==> config.mk <==
export PLATFORM = sky130hd
export DESIGN_NAME = range_extrapolation_index
export DESIGN_NICKNAME = d
export VERILOG_FILES = /design/src/hw/rtl/rei_pkg.sv /design/src/hw/rtl/rei_front.sv /design/src/hw/rtl/rei_queue.sv /design/src/hw/rtl/rei_back.sv /design/src/hw/rtl/range_extrapolation_index.sv
export SDC_FILE = /design/constraint.sdc
export NUM_CORES = 2
export LEC_CHECK = 0
export ABC_AREA = 0
export BUFFER_PORTS_ARGS = -buffer_cell sky130_fd_sc_hd__buf_2
export CORE_MARGIN = 2
export CORE_UTILIZATION = 64
export CTS_CLUSTER_SIZE = 28
export DETAILED_ROUTE_END_ITERATION = 10
export PLACE_DENSITY = 0.88
export RECOVER_POWER = 25
export SETUP_SLACK_MARGIN = 0.3
export SYNTH_ARGS = -nofsm -noshare
export SYNTH_HDL_FRONTEND = slang
export SYNTH_SLANG_ARGS = --single-unit
==> constraint.sdc <==
create_clock -name clk -period 18.6 [get_ports clk]
set_input_delay 0.93 -clock clk [delete_from_list [all_inputs] [get_ports clk]]
set_output_delay 0.93 -clock clk [all_outputs]
set_load 0.1 [all_outputs]
==> src/hw/rtl/rei_pkg.sv <==
// Package: shared types and constants of the range extrapolation index.
package rei_pkg;

  localparam int DefNumCovariates = 16;
  localparam int ColW  = 4;
  localparam int QW    = 32;
  localparam int MagW  = 49;   // |d| << 16 fits in 33+16 bits
  localparam int RngW  = 33;

  typedef enum logic [1:0] {
    ACT_CLEAR  = 2'd0,
    ACT_REF    = 2'd1,
    ACT_TARGET = 2'd2,
    ACT_NONE   = 2'd3
  } action_t;

  // Classified work passed from front to back.
  typedef struct packed {
    logic              has_term;   // nonzero difference, divide needed
    logic              degen;      // empty or zero range
    logic              last;       // close the row after this request
    logic [ColW-1:0]   col;
    logic [MagW-1:0]   mag;
    logic [RngW-1:0]   range;
  } work_t;

  typedef enum logic [1:0] {
    BK_IDLE,
    BK_DIV,
    BK_ACC
  } back_state_t;

endpackage

==> src/hw/rtl/rei_front.sv <==
// Front end: keeps reference ranges and classifies target requests.
module rei_front #(
  parameter int NUM_COVARIATES = rei_pkg::DefNumCovariates
) (
  input  logic                 clk,
  input  logic                 rst,
  input  logic                 in_valid,
  output logic                 in_ready,
  input  logic [1:0]           action,
  input  logic [3:0]           column,
  input  logic signed [31:0]   value,
  input  logic                 row_end,
  output logic                 wq_valid,
  input  logic                 wq_ready,
  output rei_pkg::work_t       wq_data
);
  import rei_pkg::*;

  localparam int IdxW = (NUM_COVARIATES > 1) ? $clog2(NUM_COVARIATES) : 1;

  logic signed [QW-1:0] ref_min [NUM_COVARIATES];
  logic signed [QW-1:0] ref_max [NUM_COVARIATES];

  // Stage register holding one classified request
  logic  st_valid;
  work_t st;

  logic        col_ok;
  logic [IdxW-1:0] idx;
  logic signed [QW-1:0] lo, hi;
  logic signed [QW:0] dlo, dhi, d;
  logic        take;
  work_t       w;

  assign idx    = IdxW'(column);
  assign col_ok = 32'(column) < NUM_COVARIATES;
  assign lo     = ref_min[idx];
  assign hi     = ref_max[idx];
  assign in_ready = !st_valid || wq_ready;
  assign take   = in_valid && in_ready;

  // Term classification
  always_comb begin
    dlo = 33'(signed'(value)) - 33'(signed'(lo));
    dhi = 33'(signed'(hi)) - 33'(signed'(value));
    d   = '0;
    if (dlo < d) d = dlo;
    if (dhi < d) d = dhi;
    w          = '0;
    w.col      = column;
    w.last     = row_end;
    w.range    = RngW'(33'(signed'(hi)) - 33'(signed'(lo)));
    w.mag      = {16'(0), RngW'(-d)} << 16;
    if (col_ok) begin
      if (lo >= hi) w.degen = 1'b1;
      else if (d != '0) w.has_term = 1'b1;
    end
  end

  // Reference range update
  always_ff @(posedge clk) begin
    if (rst) begin
      for (int i = 0; i < NUM_COVARIATES; i++) begin
        ref_min[i] <= {1'b0, {(QW-1){1'b1}}};
        ref_max[i] <= {1'b1, {(QW-1){1'b0}}};
      end
    end else if (take) begin
      if (action_t'(action) == ACT_CLEAR) begin
        for (int i = 0; i < NUM_COVARIATES; i++) begin
          ref_min[i] <= {1'b0, {(QW-1){1'b1}}};
          ref_max[i] <= {1'b1, {(QW-1){1'b0}}};
        end
      end else if (action_t'(action) == ACT_REF && col_ok) begin
        if (value < lo) ref_min[idx] <= value;
        if (value > hi) ref_max[idx] <= value;
      end
    end
  end

  // Hand-off register towards the queue
  always_ff @(posedge clk) begin
    if (rst) begin
      st_valid <= 1'b0;
    end else if (in_ready) begin
      st_valid <= take && action_t'(action) == ACT_TARGET;
    end
  end
  always_ff @(posedge clk) begin
    if (in_ready) st <= w;
  end

  assign wq_valid = st_valid;
  assign wq_data  = st;
endmodule

==> src/hw/rtl/rei_queue.sv <==
// Short queue between front and back ends.
module rei_queue (
  input  logic            clk,
  input  logic            rst,
  input  logic            wr_valid,
  output logic            wr_ready,
  input  rei_pkg::work_t  wr_data,
  output logic            rd_valid,
  input  logic            rd_ready,
  output rei_pkg::work_t  rd_data
);
  import rei_pkg::*;

  work_t       mem [2];
  logic        wp, rp;
  logic [1:0]  cnt;

  assign wr_ready = cnt != 2'd2;
  assign rd_valid = cnt != 2'd0;
  assign rd_data  = mem[rp];

  // Write side
  always_ff @(posedge clk) begin
    if (wr_valid && wr_ready) mem[wp] <= wr_data;
  end

  // Pointers and fill
  always_ff @(posedge clk) begin
    if (rst) begin
      wp <= 1'b0; rp <= 1'b0; cnt <= '0;
    end else begin
      if (wr_valid && wr_ready) wp <= !wp;
      if (rd_valid && rd_ready) rp <= !rp;
      cnt <= cnt + 2'(wr_valid && wr_ready) - 2'(rd_valid && rd_ready);
    end
  end

  a_no_overflow: assert property (@(posedge clk) disable iff (rst)
    cnt == 2'd2 |-> !wr_ready) else $error("queue overflow");
  a_cnt_range: assert property (@(posedge clk) disable iff (rst)
    cnt != 2'd3) else $error("queue count out of range");
  a_empty_steady: assert property (@(posedge clk) disable iff (rst)
    (cnt == 2'd0 && !wr_valid) |=> cnt == 2'd0) else $error("queue filled itself");
endmodule

==> src/hw/rtl/rei_back.sv <==
// Back end: serial divider, row accumulator and result register.
module rei_back (
  input  logic                clk,
  input  logic                rst,
  input  logic                wq_valid,
  output logic                wq_ready,
  input  rei_pkg::work_t      wq_data,
  output logic                out_valid,
  input  logic                out_ready,
  output logic signed [31:0]  nt1,
  output logic [4:0]          most_influential,
  output logic                degenerate,
  output logic                saturated
);
  import rei_pkg::*;

  localparam int CntW = $clog2(MagW + 1);

  back_state_t state, state_next;
  work_t       cur;
  logic [MagW-1:0] quo;
  logic [RngW:0]   rem;
  logic [CntW-1:0] cnt;

  logic signed [QW-1:0] row_sum, best_term;
  logic [4:0]  best_col;
  logic        row_degenerate, row_saturated;

  logic [RngW:0] trial;
  logic          sat_q;
  logic signed [QW:0] term, sum_w;
  logic          take;

  assign take  = wq_valid && wq_ready;
  assign trial = {rem[RngW-1:0], quo[MagW-1]} - {1'b0, cur.range};
  assign sat_q = quo > MagW'(33'h8000_0000);
  assign term  = sat_q ? -33'sh8000_0000 : -signed'({1'b0, quo[QW-1:0]});
  assign sum_w = 33'(row_sum) + term;

  // Next state
  always_comb begin
    state_next = state;
    unique case (state)
      BK_IDLE: if (take && wq_data.has_term) state_next = BK_DIV;
      BK_DIV:  if (cnt == CntW'(MagW - 1)) state_next = BK_ACC;
      BK_ACC:  if (!cur.last || !out_valid || out_ready) state_next = BK_IDLE;
      default: state_next = BK_IDLE;
    endcase
  end

  // Outputs of the state machine
  always_comb begin
    wq_ready = 1'b0;
    unique case (state)
      BK_IDLE: wq_ready = !(wq_data.last && out_valid && !out_ready);
      default: wq_ready = 1'b0;
    endcase
  end

  always_ff @(posedge clk) begin
    if (rst) state <= BK_IDLE;
    else     state <= state_next;
  end

  // Restoring divider, one quotient bit per cycle
  always_ff @(posedge clk) begin
    if (state == BK_IDLE && take) begin
      cur <= wq_data;
      quo <= wq_data.mag;
      rem <= '0;
      cnt <= '0;
    end else if (state == BK_DIV) begin
      cnt <= cnt + 1'b1;
      if (!trial[RngW]) begin
        rem <= trial;
        quo <= {quo[MagW-2:0], 1'b1};
      end else begin
        rem <= {rem[RngW-1:0], quo[MagW-1]};
        quo <= {quo[MagW-2:0], 1'b0};
      end
    end
  end

  // Row accumulation and result register
  always_ff @(posedge clk) begin
    if (rst) begin
      row_sum <= '0; best_term <= '0; best_col <= '0;
      row_degenerate <= 1'b0; row_saturated <= 1'b0;
      out_valid <= 1'b0;
    end else begin
      logic signed [QW-1:0] s;
      logic [4:0]  bc;
      logic signed [QW-1:0] bt;
      logic dg, sa, fin;
      s = row_sum; bc = best_col; bt = best_term;
      dg = row_degenerate; sa = row_saturated; fin = 1'b0;
      if (state == BK_IDLE && take && !wq_data.has_term) begin
        dg  = dg | wq_data.degen;
        fin = wq_data.last;
      end else if (state == BK_ACC && state_next == BK_IDLE) begin
        sa = sa | sat_q;
        if (term != '0) begin
          if (sum_w < -33'sh8000_0000) begin
            s = {1'b1, {(QW-1){1'b0}}}; sa = 1'b1;
          end else s = QW'(sum_w);
          // ties go to the lowest column
          if (bc == '0 || term < 33'(bt) ||
              (term == 33'(bt) && 5'(cur.col) + 5'd1 < bc)) begin
            bt = QW'(term); bc = 5'(cur.col) + 5'd1;
          end
        end
        fin = cur.last;
      end
      if (fin) begin
        nt1 <= s; most_influential <= bc; degenerate <= dg; saturated <= sa;
        out_valid <= 1'b1;
        row_sum <= '0; best_term <= '0; best_col <= '0;
        row_degenerate <= 1'b0; row_saturated <= 1'b0;
      end else begin
        if (out_valid && out_ready) out_valid <= 1'b0;
        row_sum <= s; best_term <= bt; best_col <= bc;
        row_degenerate <= dg; row_saturated <= sa;
      end
    end
  end

  a_sum_nonpos: assert property (@(posedge clk) disable iff (rst)
    row_sum <= 0) else $error("row sum positive");
  a_div_len: assert property (@(posedge clk) disable iff (rst)
    state == BK_DIV && cnt == CntW'(MagW - 1) |=> state == BK_ACC)
    else $error("divider length");
  a_no_take_busy: assert property (@(posedge clk) disable iff (rst)
    state != BK_IDLE |-> !wq_ready) else $error("took work while busy");
endmodule

==> src/hw/rtl/range_extrapolation_index.sv <==
// Top level of the univariate range extrapolation index (NT1) block.
// Input channel (in_valid/in_ready) carries action, column, value, row_end.
// Action 0 clears all reference ranges, 1 widens a column's range, 2 adds a
// target term to the running row; a target with row_end closes the row and
// one result (nt1, most_influential, degenerate, saturated) appears on the
// output channel (out_valid/out_ready).
// The front end takes one request a cycle, while its hand-off register is free
// or the two-entry queue has room, into that register and then the queue.
// The back end finishes a target whose term is zero or degenerate straight
// from idle; one with a nonzero difference goes to a restoring divider that
// yields one of 49 quotient bits a cycle, then to an accumulate state.
// Reference and clear requests never reach the back end.
// The result sits in a register; while the receiver stalls, earlier terms
// keep running, and only the next row-closing term waits.
// Reset empties all ranges, the queue and the row, and drops out_valid.
module range_extrapolation_index #(
  parameter int NUM_COVARIATES = rei_pkg::DefNumCovariates
) (
  input  logic                clk,
  input  logic                rst,
  input  logic                in_valid,
  output logic                in_ready,
  input  logic [1:0]          action,
  input  logic [3:0]          column,
  input  logic signed [31:0]  value,
  input  logic                row_end,
  output logic                out_valid,
  input  logic                out_ready,
  output logic signed [31:0]  nt1,
  output logic [4:0]          most_influential,
  output logic                degenerate,
  output logic                saturated
);
  import rei_pkg::*;

  logic  f_valid, f_ready, b_valid, b_ready;
  work_t f_data, b_data;

  rei_front #(.NUM_COVARIATES(NUM_COVARIATES)) u_front (
    .clk, .rst, .in_valid, .in_ready, .action, .column, .value, .row_end,
    .wq_valid(f_valid), .wq_ready(f_ready), .wq_data(f_data)
  );

  rei_queue u_queue (
    .clk, .rst, .wr_valid(f_valid), .wr_ready(f_ready), .wr_data(f_data),
    .rd_valid(b_valid), .rd_ready(b_ready), .rd_data(b_data)
  );

  rei_back u_back (
    .clk, .rst, .wq_valid(b_valid), .wq_ready(b_ready), .wq_data(b_data),
    .out_valid, .out_ready, .nt1, .most_influential, .degenerate, .saturated
  );
endmodule
==> metrics.yaml <==
synth:
  synth_xor_area_share_pct: 2.33
  synthArstFlopShare_pct: 0
  synth_edf_count: 1369
  synthAdderAreaFrac_pct: 4.16
  ys_types: 96
  synth_simple_gate_area_share_pct: 13.6
  yosysTopAreaCell: "edfxtp_1"
  synth_area_leaders: "edfxtp_1 55%, mux4_2 9.6%, ha_1 4.0%, dfxtp_1 3.2%, nand3_1 2.8%"
  synth_area_um2: 74900
  ys_seq_elements: 1488
  synthMuxAreaShare_pct: 11.8
  synth_fp_nets: 6075
  ys_seq_area_share_pct: 58.1
  synthFlopType: "edfxtp_1"
  synth_compound_area_share_pct: 6.73
  synth_top_area_share_pct: 54.9
  syn_area_per_cell_um2: 12.9
  ys_warn_count: 0
  netlist_instances: 5786
  synth_top_family_by_area: "simple AND/OR/NAND/NOR gates"
global_routing:
  grt_max_degree: 120
  grt.overflow.total: 0
  gr-usage-all-layers_pct: 36.9
  grt_pass1_vias: 52800
  antenna_found_initial: 14
  grt_pass1_wl_mm: 329
setup_path:
  end_kind: "flop"
  crit_fanout: 33
  r2r_setup_slack_ns: 8.51
  rr_worst_depth: 35
  critPathMaxStageDelay_ns: 2.26
  rr_endpoint: "u_front.wq_data[88]"
  crit_buf_inv: 7
  crit_path_start_kind: "primary input"
  r2r_start: "u_front.ref_max[14][0]"
  critPathSlowestCell: "clkbuf_1"
  cp_data_required_time_ns: 19.09
  critical_path_class: "primary input to flop"
  worstPathArrival_ns: 15.41
  critPathTopFamily: "buffers and inverters"
timing:
  fmax_mhz: 67.0
  setup_viol: 0
  worst-slew-pin-transition_ns: 4.38
  fin_tns_setup_ns: 0
  rsz0062_at_grt: "no"
  clock_skew_ns: 0.0426
  period_share_pct: 80.2
  maxSlewViolCount: 766
  fin_crit_ns: 14.92
  maxSlewHeadroom_pct: -192
  hold_viol: 0
placed_design:
  hpwl_mm: 134
  placed_area_um2: 76800
  gp_routability_congestion: 1.06
  io_buffers: 83
  dp.cells: 7055
clock_tree:
  clk_pin_slew_ns: 0.06
  cts_buffers: 151
  insertion_delay_ns: 0.82
  post_cts_buffers: 0
  clockBufferDepth: 3
  clkSinkCount: 1488
  cts_root_buffer: "clkbuf_16"
  cts_hold_buf: 0
  post_cts_resized: 0
  ctsHtreeMaxLevel: 4
  cts_tree: "done"
cells_and_area:
  final_cell_count_no_fill: 7338
  nNetsFinal: 5973
  fin_area_um2: 81500
  area_growth_pct: 8.79
  utilization_pct: 70.1
  drive_gt1_share_pct: 13.9
power:
  p_total_mw: 8.84
  p_leak_nw: 27.2
  cellPowerDensity_nw_per_um2: 108
  vdd.ir_drop.worst_v: 0.000101
detailed_routing:
  ant_nets: 0
  drc: 0
  drt-pass1-iter-count: 6
  vias_per_cell: 7.23
  vias: 53100
  drt-initial-drc-count: 8019
  wl_per_cell_um: 30.3
  routed_wl_mm: 222
floorplan:
  row_count: 125
  fp.dieH_um: 346
  fp.dieW_um: 346
  ios: 84
  initial_core_util_pct: 64.5
  core_um2: 116000
  die_area_um2: 120000
min_path:
  hold_path.class: "primary input to flop"
  min_to: "u_front.wq_data[86]"
  hold_depth: 1
  min_from: "row_end"
run_status:
  status: "finished, violations left"
  violations: "capacitance limit, slew limit"
flow_run:
  maxCapViolations: 19
power breakdown:
group	internal (mW)	switching [mW]	total [mW]
clock network	1.71	1.34	3.05
registers	4.01	0.152	4.16
logic	0.532	1.11	1.64
layer usage:
metal | up-vias | part of all wire [%] | GRT usage, %
met1 | 25600 | 33 | 45.9
met2 | 4575 | 46 | 57.6
met4 | 10 | 7.5 | 24.4
met5 | - | 0.032 | 0
met3 | 1080 | 14 | 9.65
li1 | 21800 | - | -
cells in the final DEF, fill, tap and decap left out, drive strengths merged, types with 9 or more instances in the layout:
master	Yosys	final
a2111oi	12	12
a211oi	34	34
a21boi	9	9
a21o	93	93
a21oi	224	224
a22o	18	18
a31o	9	9
a31oi	28	28
and2	274	274
and3	32	32
buf	55	118
bufinv	0	12
clkbuf	376	245
clkinv	32	83
dfxtp	119	119
diode	0	12
edfxtp	1369	1369
ha	241	241
inv	181	196
mux2	47	47
mux2i	113	113
mux4	320	320
nand2	376	376
nand2b	52	52
nand3	425	425
nand3b	10	10
nand4	37	37
nor2	264	264
nor2b	48	48
nor3	212	212
nor4	155	155
o21a	33	33
o21ai	152	152
o21bai	14	14
o31ai	32	32
or2	14	14
or3	27	27
xnor2	109	109
xor2	90	90
through the flow:
step           setup WS (ns)  hold slack, ns
2_1_floorplan           8.08           0.421
3_3_place_gp            6.48           0.422
3_5_place_dp            6.26           0.433
4_1_cts                 7.02           0.311
5_1_grt                 3.27           0.358
6_report                3.68           0.374
sequential cells by signal (all words and copies together) (netlist names), 5 cells and up, named ones only:
register                 flops
u_queue.mem                146
u_back.best_term            32
u_front.ref_min            512
u_back.cnt                   6
u_back.row_sum              32
u_front.wq_data             73
u_back.rem                  33
u_back.quo                  49
u_back.most_influential      5
u_front.ref_max            512
u_back.cur                  38
u_back.nt1                  32
u_back.best_col              5
how the worst max path moves through the flow:
stage / start / to / slack, ns / cells past startpoint
2_1_floorplan: column[0] / u_front.wq_data[81] / 8.08 / 39
3_3_place_gp: column[1] / u_front.wq_data[88] / 6.48 / 38
3_5_place_dp: column[1] / u_front.wq_data[88] / 6.26 / 38
4_1_cts: column[1] / u_front.wq_data[88] / 7.02 / 38
5_1_grt: column[3] / u_front.wq_data[88] / 3.27 / 37
6_report: column[3] / u_front.wq_data[88] / 3.68 / 37
cell usage after synthesis (all sizes together) (47+ instances only):
cell type and instances:
a21oi 224, clkbuf 376, a21o 93, nand2 376, mux4 320, dfxtp 119
nor4 155, and2 274, nand2b 52, nor2b 48, mux2 47, nand3 425
edfxtp 1369, buf 55, o21ai 152, nor2 264, mux2i 113, xor2 90
ha 241, xnor2 109, nor3 212, inv 181
cell type report:
| class | instances | area [µm²] |
|---|---|---|
| diodes | 12 | 30.0 |
| flip-flops and latches | 1488 | 43500 |
| inverters | 213 | 800 |
| well taps | 1524 | 1910 |
| multi-input cells | 3654 | 29400 |
| clock inverters | 84 | 867 |
| repair buffers | 176 | 1040 |
| clock buffers | 187 | 4000 |
| fillers | 7296 | 34700 |
cells by family (layout without fill, tap and decap cells):
kind of cell | Yosys count | after routing
DFF | 1488 | 1488
AOI/OAI and AO/OA | 755 | 755
adders and majority gates | 246 | 246
other | 0 | 12
and+or+nand+nor | 1974 | 1974
xor gates and xnor gates | 199 | 199
buffers and inverters | 644 | 660
muxes | 480 | 480
Note: power is estimated with default switching activity, not from simulation.
